**config.mk**
```make
export PLATFORM = sky130hd
export DESIGN_NAME = dbgce_ctrl
export DESIGN_NICKNAME = d
export VERILOG_FILES = /design/src/design/dbgce_pkg.sv /design/src/design/dbgce_ctrl.sv
export SDC_FILE = /design/constraint.sdc
export NUM_CORES = 1
export LEC_CHECK = 0
export ABC_AREA = 1
export BUFFER_PORTS_ARGS = -buffer_cell sky130_fd_sc_hd__buf_2
export CAP_MARGIN = 20
export CORE_AREA = 2 2 52 54
export CTS_CLUSTER_DIAMETER = 100
export DETAILED_ROUTE_END_ITERATION = 12
export DIE_AREA = 0 0 54 56
export PLACE_DENSITY_LB_ADDON = 0.25
export REMOVE_ABC_BUFFERS = 1
export SLEW_MARGIN = 20
export SYNTH_ARGS = -nofsm -noshare
export SYNTH_HDL_FRONTEND = slang
export SYNTH_SLANG_ARGS = --single-unit
```
**constraint.sdc**
```tcl
create_clock -name clk -period 1.7 [get_ports clk]
set_clock_uncertainty 0.1 [all_clocks]
set_input_delay 0.34 -clock clk [delete_from_list [all_inputs] [get_ports clk]]
set_output_delay 0.34 -clock clk [all_outputs]
set_load 0.01 [all_outputs]
```
**src/design/dbgce_pkg.sv**
```systemverilog
package dbgce_pkg;

    localparam int MAX_CONTACTS = 1024;
    localparam int SLOT_W       = $clog2(MAX_CONTACTS);
    localparam int CNT_W        = 6;
    localparam int ROOT_STEPS   = 26;
    localparam int DIV_STEPS    = 35;
    localparam int EXP_TERMS    = 14;
    localparam int POW_STEPS    = 5;

    localparam logic [30:0] ONE_Q30 = 31'h4000_0000;

    typedef enum logic [0:0] {
        REG_STRENGTH = 1'b0,
        REG_WIDTH    = 1'b1
    } reg_index_t;

    typedef struct packed {
        logic               which_map;
        logic [SLOT_W-1:0]  store_index;
        logic               has_partner;
        logic signed [23:0] atom_a_x;
        logic signed [23:0] atom_a_y;
        logic signed [23:0] atom_a_z;
        logic signed [23:0] atom_b_x;
        logic signed [23:0] atom_b_y;
        logic signed [23:0] atom_b_z;
        logic [23:0]        native_distance;
        logic               last;
    } item_t;

    typedef struct packed {
        logic signed [31:0] total_energy;
        logic               saturated;
    } result_t;

    typedef enum logic [4:0] {
        ST_IDLE, ST_SQX, ST_SQY, ST_SQZ, ST_SUM, ST_ROOT, ST_DR, ST_DRSQ,
        ST_RANGE, ST_DIV, ST_EINIT, ST_EMUL, ST_EREC, ST_ECOR, ST_EDONE,
        ST_PA, ST_PB, ST_PC, ST_TERM, ST_ROUND, ST_ACC
    } state_t;

    typedef enum logic [4:0] {
        CMD_NOP, CMD_LOAD, CMD_SQX, CMD_SQY, CMD_SQZ, CMD_SUM, CMD_ROOT,
        CMD_DR, CMD_DRSQ, CMD_RANGE, CMD_DIV, CMD_EINIT, CMD_EMUL, CMD_EREC,
        CMD_ECOR, CMD_EDONE, CMD_PA, CMD_PB, CMD_PC, CMD_TERM, CMD_ROUND,
        CMD_ACC
    } cmd_t;

    typedef struct packed {
        cmd_t             cmd;
        logic [CNT_W-1:0] cnt;
        logic             sel;
    } ctl_t;

    typedef struct packed {
        logic in_range;
    } stat_t;

    // floor((2^32 - 1) / n)
    function automatic logic [31:0] recip(input logic [3:0] n);
        logic [31:0] r;
        r = 32'd0;
        unique case (n)
            4'd1:    r = 32'd4294967295;
            4'd2:    r = 32'd2147483647;
            4'd3:    r = 32'd1431655765;
            4'd4:    r = 32'd1073741823;
            4'd5:    r = 32'd858993459;
            4'd6:    r = 32'd715827882;
            4'd7:    r = 32'd613566756;
            4'd8:    r = 32'd536870911;
            4'd9:    r = 32'd477218588;
            4'd10:   r = 32'd429496729;
            4'd11:   r = 32'd390451572;
            4'd12:   r = 32'd357913941;
            4'd13:   r = 32'd330382099;
            4'd14:   r = 32'd306783378;
            default: r = 32'd0;
        endcase
        return r;
    endfunction

endpackage

```
**src/design/dbgce_ctrl.sv**
```systemverilog
module dbgce_ctrl
    import dbgce_pkg::*;
(
    input  logic  clk,
    input  logic  rst_n,
    input  logic  start,
    input  stat_t stat,
    output logic  busy,
    output ctl_t  ctl
);

    state_t           state_reg, state_next;
    logic [CNT_W-1:0] cnt_reg, cnt_next;
    logic             sel_reg, sel_next;

    always_ff @(posedge clk or negedge rst_n)
    begin
        if (!rst_n)
        begin
            state_reg <= ST_IDLE;
            cnt_reg   <= '0;
            sel_reg   <= 1'b0;
        end
        else
        begin
            state_reg <= state_next;
            cnt_reg   <= cnt_next;
            sel_reg   <= sel_next;
        end
    end

    always_comb
    begin
        state_next = state_reg;
        cnt_next   = cnt_reg;
        sel_next   = sel_reg;
        ctl.cmd    = CMD_NOP;
        ctl.cnt    = cnt_reg;
        ctl.sel    = sel_reg;
        busy       = (state_reg != ST_IDLE);
        unique case (state_reg)
            ST_IDLE:
            begin
                if (start)
                begin
                    ctl.cmd    = CMD_LOAD;
                    state_next = ST_SQX;
                end
            end
            ST_SQX:  begin ctl.cmd = CMD_SQX; state_next = ST_SQY; end
            ST_SQY:  begin ctl.cmd = CMD_SQY; state_next = ST_SQZ; end
            ST_SQZ:  begin ctl.cmd = CMD_SQZ; state_next = ST_SUM; end
            ST_SUM:
            begin
                ctl.cmd    = CMD_SUM;
                cnt_next   = '0;
                state_next = ST_ROOT;
            end
            ST_ROOT:
            begin
                ctl.cmd  = CMD_ROOT;
                cnt_next = cnt_reg + 1'b1;
                if (cnt_reg == CNT_W'(ROOT_STEPS - 1))
                    state_next = ST_DR;
            end
            ST_DR:   begin ctl.cmd = CMD_DR;   state_next = ST_DRSQ; end
            ST_DRSQ: begin ctl.cmd = CMD_DRSQ; state_next = ST_RANGE; end
            ST_RANGE:
            begin
                ctl.cmd  = CMD_RANGE;
                cnt_next = '0;
                sel_next = 1'b0;
                state_next = stat.in_range ? ST_DIV : ST_TERM;
            end
            ST_DIV:
            begin
                ctl.cmd  = CMD_DIV;
                cnt_next = cnt_reg + 1'b1;
                if (cnt_reg == CNT_W'(DIV_STEPS - 1))
                    state_next = ST_EINIT;
            end
            ST_EINIT:
            begin
                ctl.cmd    = CMD_EINIT;
                cnt_next   = CNT_W'(EXP_TERMS);
                state_next = ST_EMUL;
            end
            ST_EMUL: begin ctl.cmd = CMD_EMUL; state_next = ST_EREC; end
            ST_EREC: begin ctl.cmd = CMD_EREC; state_next = ST_ECOR; end
            ST_ECOR:
            begin
                ctl.cmd  = CMD_ECOR;
                cnt_next = cnt_reg - 1'b1;
                state_next = (cnt_reg == CNT_W'(1)) ? ST_EDONE : ST_EMUL;
            end
            ST_EDONE:
            begin
                ctl.cmd = CMD_EDONE;
                if (!sel_reg)
                begin
                    // exp(-1) done, now the fractional part
                    sel_next   = 1'b1;
                    state_next = ST_EINIT;
                end
                else
                begin
                    cnt_next   = '0;
                    state_next = ST_PA;
                end
            end
            ST_PA: begin ctl.cmd = CMD_PA; state_next = ST_PB; end
            ST_PB: begin ctl.cmd = CMD_PB; state_next = ST_PC; end
            ST_PC:
            begin
                ctl.cmd  = CMD_PC;
                cnt_next = cnt_reg + 1'b1;
                state_next = (cnt_reg == CNT_W'(POW_STEPS - 1)) ? ST_TERM : ST_PA;
            end
            ST_TERM:  begin ctl.cmd = CMD_TERM;  state_next = ST_ROUND; end
            ST_ROUND: begin ctl.cmd = CMD_ROUND; state_next = ST_ACC; end
            ST_ACC:   begin ctl.cmd = CMD_ACC;   state_next = ST_IDLE; end
            default:  state_next = ST_IDLE;
        endcase
    end

endmodule

```
==> results.py, run 1 <==
metrics = {
    "global_routing": {
        "grt_use_total_pct": 26.58,
        "grt_pass1_wl_um": 6003,
        "grt_antenna_before_repair": 0,
        "grt_pass1_vias": 1393,
        "overflow": 0,
        "grt_max_degree": 13,
    },
    "yosys": {
        "synth_cell_type_count": 27,
        "netlist_area_sq_um": 1206,
        "avgSynthCellArea_sq_um": 6.092,
        "netlist_instances": 198,
        "synth_seq_cells": 12,
        "yosysSeqAreaShare_pct": 24.90,
        "ys_warn_count": 0,
    },
    "clock_tree": {
        "cts-buffers-inserted": 3,
        "cts_root_buf": "clkbuf_4",
        "clk_latency_ns": 0.28,
        "cts_tree": "yes",
        "clock_sinks": 12,
        "htreeDepth": 1,
        "clock_path_buffers": 2,
        "clk_pin_slew_ns": 0.07,
    },
    "placed_design": {
        "hpwl_um": 2795,
        "numPortBuffers": 16,
        "place_congestion": 0.9603,
    },
    "setup_path": {
        "cp.required_ns": 1.26,
        "crit_path_max_fanout": 5,
        "critPathLaunchType": "flop",
        "worstSetupPathType": "flop to output pin",
        "crit_family": "flip-flops",
        "worst-path-stages": 6,
        "crit_top_cell": "buf_6",
        "crit_arrival_ns": 1.56,
        "path_buf_inv": 3,
        "r2r_cells": 11,
        "endpoint_kind": "output pin",
        "r2r_setup_slack_ns": -0.08,
        "cpPeakStageDelay_ns": 0.45,
        "slowest_stage": "dfrtp_2",
        "crit_chain": "buf_6, nor2_4, nand2_4, buf_6, o211ai_1, buf_2",
    },
    "run_status": {
        "status": "complete, but fails checks",
        "failed_checks": "negative setup slack",
    },
    "power_and_ir_drop": {
        "cellLeakagePower_nw": 0.9698,
        "power_density_nw_per_um2": 1731,
        "ir_drop_mv": 1.161,
    },
    "route": {
        "vias_per_cell": 5.287,
        "wl_per_cell_um": 13.31,
        "routed_wl_um": 3753,
        "detail-route-antenna-nets": 0,
        "first_iter_violations": 37,
        "drc_errors": 0,
        "vias": 1491,
        "dr.pass1.iters": 4,
    },
    "worst_hold_path": {
        "min_path_cells": 4,
        "hp-class": "primary input to flop",
    },
    "cells_and_area": {
        "n_antenna_cell": 0,
        "drive_above_1_share_pct": 38.89,
        "areaGrowthSynthToFinish_pct": 44.92,
        "final_core_util_pct": 71.86,
        "fin_nets": 263,
        "largest_register_ffs": 6,
    },
    "timing": {
        "fin_hold_ws_ns": 0.2909,
        "fin_crit_ns": 2.003,
        "hold_viol_final": 0,
        "fmax_ghz": 0.4993,
        "slew_headroom_pct": 76.12,
        "grt_setup_unrepaired": "yes",
        "setup_viol": 13,
        "drv_slew": 0,
        "fin_crit_sh_pct": 117.8,
        "tightest_slew_ns": 0.3581,
        "layout_setup_ws_ns": -0.3026,
    },
    "floorplan": {
        "io_pins": 17,
        "rows": 18,
        "die_w_um": 54,
        "initial_core_util_pct": 49.59,
        "core_area_sq_um": 2432,
        "fp.dieArea_sq_um": 3024,
        "fp.dieH_um": 56,
    },
    "flow_run": {
        "drv_cap": 0,
    },
}
-- where the power goes --
part           internal [W]  switching [W]  total, W
registers          0.000405       0.000162  0.000567
logic              0.000975        0.00131   0.00228
clock network     0.0000822      0.0000949  0.000177
-- worst min-delay path, delay by kind of cell --
family / cells / cell delay, ns
simple gates: 1 / 0.10
compound gates: 1 / 0.08
buf+inv: 2 / 0.11
-- synth_stat cells --
| cell | n | area share, % |
|---|---|---|
| a21oi_1 | 7 | 2.9 |
| a22oi_1 | 1 | 0.62 |
| a31oi_1 | 2 | 1.0 |
| buf_2 | 2 | 0.83 |
| buf_4 | 1 | 0.62 |
| clkbuf_2 | 1 | 0.41 |
| dfrtp_1 | 12 | 25 |
| ha_1 | 5 | 5.2 |
| inv_1 | 23 | 7.2 |
| inv_2 | 2 | 0.62 |
| inv_4 | 1 | 0.52 |
| nand2_1 | 51 | 16 |
| nand2_2 | 2 | 1.0 |
| nand2_4 | 1 | 0.93 |
| nand3_1 | 21 | 8.7 |
| nand3_2 | 4 | 3.3 |
| nand4_1 | 3 | 1.6 |
| nor2_1 | 34 | 11 |
| nor2_2 | 6 | 3.1 |
| nor3_1 | 2 | 0.83 |
| nor3b_1 | 2 | 1.2 |
| o2111ai_1 | 1 | 0.73 |
| o211ai_1 | 1 | 0.62 |
| o21ai_0 | 8 | 3.3 |
| o21ai_1 | 1 | 0.41 |
| xnor2_1 | 1 | 0.73 |
| xor2_1 | 3 | 2.2 |
-- logic make-up (layout without fill, tap and decap cells) --
group                    Yosys count  count (layout)  share of synthesized area [%]
AND/OR/NAND/NOR                  126             126                          47.20
XOR/XNOR                           4               4                          2.905
flip-flops                        12              12                          24.90
buffers and inverters             30              84                          10.17
AO/OA/AOI/OAI                     21              21                          9.647
adder cells (fa/ha/maj)            5               5                          5.187
-- cell usage in the layout, fill, tap and decap left out, types with 2 or more instances in the layout --
cell / instances
nand2_1: 45
buf_4: 35
nor2_1: 29
nand3_1: 20
inv_1: 20
buf_2: 16
dfrtp_1: 9
nor2_4: 6
nand2_2: 6
o21ai_0: 6
a21oi_1: 6
inv_2: 5
nor2_2: 5
ha_1: 5
nand3_2: 4
nand2_4: 3
nand4_1: 3
xor2_1: 3
clkbuf_4: 3
buf_6: 3
dfrtp_2: 3
o21ai_2: 2
nor3_2: 2
nor3b_1: 2
-- cell type report --
cell class	instances	area [sq um]
clock buffers	3	22.52
fillers	205	684.4
inverters	26	100.1
multi-input cells	156	897.1
flip-flops and latches	12	304.0
well taps	30	37.54
repair buffers	55	386.6
-- repair_timing --
action	in CTS	in global routing
setup endpoints to repair	6	14
buffers inserted	9	2
pin swaps	10	6
resized for setup	18	21
endpoints found under the hold margin	12	0
hold buffers	1	0
-- per-layer routing --
layer | up-vias | GRT usage, % | share of wire, %
li1 | 746 | - | -
met1 | 693 | 31.67 | 42
met2 | 43 | 45.47 | 52
met3 | 9 | 2.151 | 3.7
met4 | 0 | 13.93 | 2.4
met5 | - | 0 | 0
-- through the flow --
step	setup TNS [ns]	cell area (sq um)	total power, W	setup slack (ns)	std cells
after global routing	-3.209	1748	0.003285	-0.4088	282
after global placement	-0.04081	1504	0.002391	-0.03401	267
after CTS	-1.794	1659	0.002821	-0.3271	280
final	-2.103	1748	0.003026	-0.3026	282
after detailed placement	-0.1760	1504	0.002442	-0.06741	267
after floorplan	0	1184	0.001689	0.1047	194
-- path summary, 6_finish.rpt --
path	from	end
worst max-delay path	state_reg[2]	ctl[11]
worst min-delay path	stat	state_reg[1]
worst max register to register	state_reg[2]	cnt_reg[3]
worst min register to register	cnt_reg[5]	cnt_reg[5]
max in group asynchronous	rst_n	state_reg[0]
min in group asynchronous	rst_n	cnt_reg[0]
(Power assumes the default switching activity.)
==> run 2, diff against run 1 <==
--- a/config.mk
+++ b/config.mk
@@ -13,7 +13,6 @@
 export DETAILED_ROUTE_END_ITERATION = 12
 export DIE_AREA = 0 0 54 56
 export PLACE_DENSITY_LB_ADDON = 0.25
-export REMOVE_ABC_BUFFERS = 1
 export SLEW_MARGIN = 20
 export SYNTH_ARGS = -nofsm -noshare
 export SYNTH_HDL_FRONTEND = slang
==> results.py, run 2 (same netlist as run 1, synthesis figures left out) <==
metrics = {
    "setup_path": {
        "worstSetupEndpoint": "ctl[8]",
        "critPathLaunchType": "flop",
        "crit_family": "flip-flops",
        "crit_path_max_fanout": 6,
        "crit_chain": "buf_6, nand3_4, inv_1, o21ai_2, nand3_1, nor2_1, inv_1, buf_2",
        "cp.required_ns": 1.26,
        "r2r_end": "state_reg[3]",
        "cp-startpoint": "state_reg[0]",
        "endpoint_kind": "output pin",
        "crit_top_cell": "inv_1",
        "worst-path-stages": 8,
        "worstReg2RegStart": "state_reg[2]",
        "r2r_setup_slack_ns": -0.22,
        "r2r_cells": 10,
        "worstSetupPathType": "flop to output pin",
        "cpPeakStageDelay_ns": 0.47,
        "slowest_stage": "dfrtp_2",
        "path_buf_inv": 4,
        "crit_arrival_ns": 1.64,
    },
    "clock_tree": {
        "cts-buffers-inserted": 3,
        "clock_path_buffers": 2,
        "clk_pin_slew_ns": 0.09,
        "cts_tree": "yes",
        "clock_sinks": 12,
        "clk_latency_ns": 0.29,
        "cts_root_buf": "clkbuf_4",
        "htreeDepth": 1,
    },
    "cells_and_area": {
        "multiInputGateArea_sq_um": 942.2,
        "fillers": 184,
        "fin_cells": 281,
        "fin_nets": 261,
        "drive_above_1_share_pct": 42.23,
        "largest_register_ffs": 6,
        "layout_common_cells": "43 x nand2_1, 33 x buf_4, 28 x nor2_1, 19 x nand3_1, 19 x inv_1",
        "areaGrowthSynthToFinish_pct": 49.38,
        "fin_area_sq_um": 1802,
        "layout_commonest_cell": "nand2_1",
        "n_antenna_cell": 0,
        "regArea_sq_um": 306.5,
    },
    "route": {
        "drc_errors": 0,
        "detail-route-antenna-nets": 0,
        "first_iter_violations": 91,
        "dr.pass1.iters": 4,
        "vias": 1560,
        "wl_met2_um": 2316,
        "highest_layer": "met4",
        "drt-met1-wl_um": 1652,
        "vias_per_cell": 5.552,
        "wl_met3_um": 263,
        "wl_per_cell_um": 15.56,
        "routed_wl_um": 4373,
    },
    "floorplan": {
        "fp.dieArea_sq_um": 3024,
        "core_area_sq_um": 2432,
        "rows": 18,
        "io_pins": 17,
        "fp.dieH_um": 56,
        "die_w_um": 54,
        "initial_core_util_pct": 49.59,
    },
    "global_routing": {
        "grt_use_total_pct": 28.79,
        "grt_antenna_before_repair": 0,
        "grt_pass1_vias": 1441,
        "grt_max_degree": 13,
        "grt_pass1_wl_um": 6465,
        "overflow": 0,
    },
    "timing": {
        "setup_viol": 7,
        "layout_setup_ws_ns": -0.3813,
        "hold_viol_final": 0,
        "grt_setup_unrepaired": "yes",
        "fin_crit_ns": 2.081,
        "fin_hold_ws_ns": 0.2543,
        "drv_slew": 0,
        "slew_headroom_pct": 75.40,
        "tightest_slew_ns": 0.3690,
        "fin_crit_sh_pct": 122.4,
        "fmax_ghz": 0.4805,
        "fin_tns_setup_ns": -1.891,
    },
    "run_status": {
        "status": "complete, but fails checks",
        "failed_checks": "negative setup slack",
    },
    "placed_design": {
        "post_dp_cell_area_sq_um": 1474,
        "numPortBuffers": 16,
        "place_congestion": 0.9117,
        "hpwl_um": 2861,
        "dp_cells": 263,
    },
    "worst_hold_path": {
        "min_path_cells": 4,
        "hp-class": "primary input to flop",
    },
    "flow_run": {
        "drv_cap": 0,
    },
    "power_and_ir_drop": {
        "ir_drop_mv": 1.229,
        "cellLeakagePower_nw": 0.9717,
        "power_density_nw_per_um2": 1878,
    },
    "yosys": {
        "synth.net_count": 207,
    },
}
run 2: timing repair:
item | 4_1_cts | 5_1_grt
hold buffers | 1 | 0
pin swaps | 5 | 7
setup buffers | 8 | 5
gates resized for setup | 45 | 11
setup endpoints to repair | 6 | 8
hold endpoints to repair | 12 | 0
run 2: worst min-delay path by stage:
stage	startpoint	to	slack [ns]
6_report	stat	state_reg[1]	0.25
2_1_floorplan	rst_n	cnt_reg[0]	-0.06
5_1_grt	stat	state_reg[1]	0.28
4_1_cts	stat	state_reg[1]	0.24
3_3_place_gp	rst_n	cnt_reg[2]	0.13
3_5_place_dp	rst_n	cnt_reg[2]	0.14
run 2: worst min-delay path: stages:
cell and delay [ns]:
buf_2 0.07, inv_1 0.04, nand2_1 0.10, a21oi_2 0.06
run 2: routing by layer:
metal  vias up  GRT usage [%]
met5         -              0
met4         0          11.07
met3        17          2.957
met2        85          52.09
met1       717          33.11
li1        741              -
run 2: stage by stage:
| step | setup WS (ns) | utilization [%] | power [W] |
|---|---|---|---|
| after global placement | -0.001235 | 60.60 | 0.002405 |
| after floorplan | 0.1052 | - | 0.001716 |
| after CTS | -0.2610 | 70.78 | 0.003091 |
| after global routing | -0.4950 | 74.07 | 0.003627 |
| final | -0.3813 | 74.07 | 0.003384 |
| after detailed placement | -0.07109 | 60.60 | 0.002456 |
run 2: layout make-up:
type,count,share of cell area (%)
multi-input cells,156,52.29
repair buffers,53,20.62
flip-flops and latches,12,17.01
inverters,26,5.972
well taps,30,2.083
clock buffers,4,2.014
run 2: report_power, final:
group	internal [W]	total, W	leakage [nW]	switching (W)
clock network	0.000131	0.000250	0.0210	0.000120
logic	0.00107	0.00251	0.800	0.00145
registers	0.000408	0.000618	0.151	0.000210
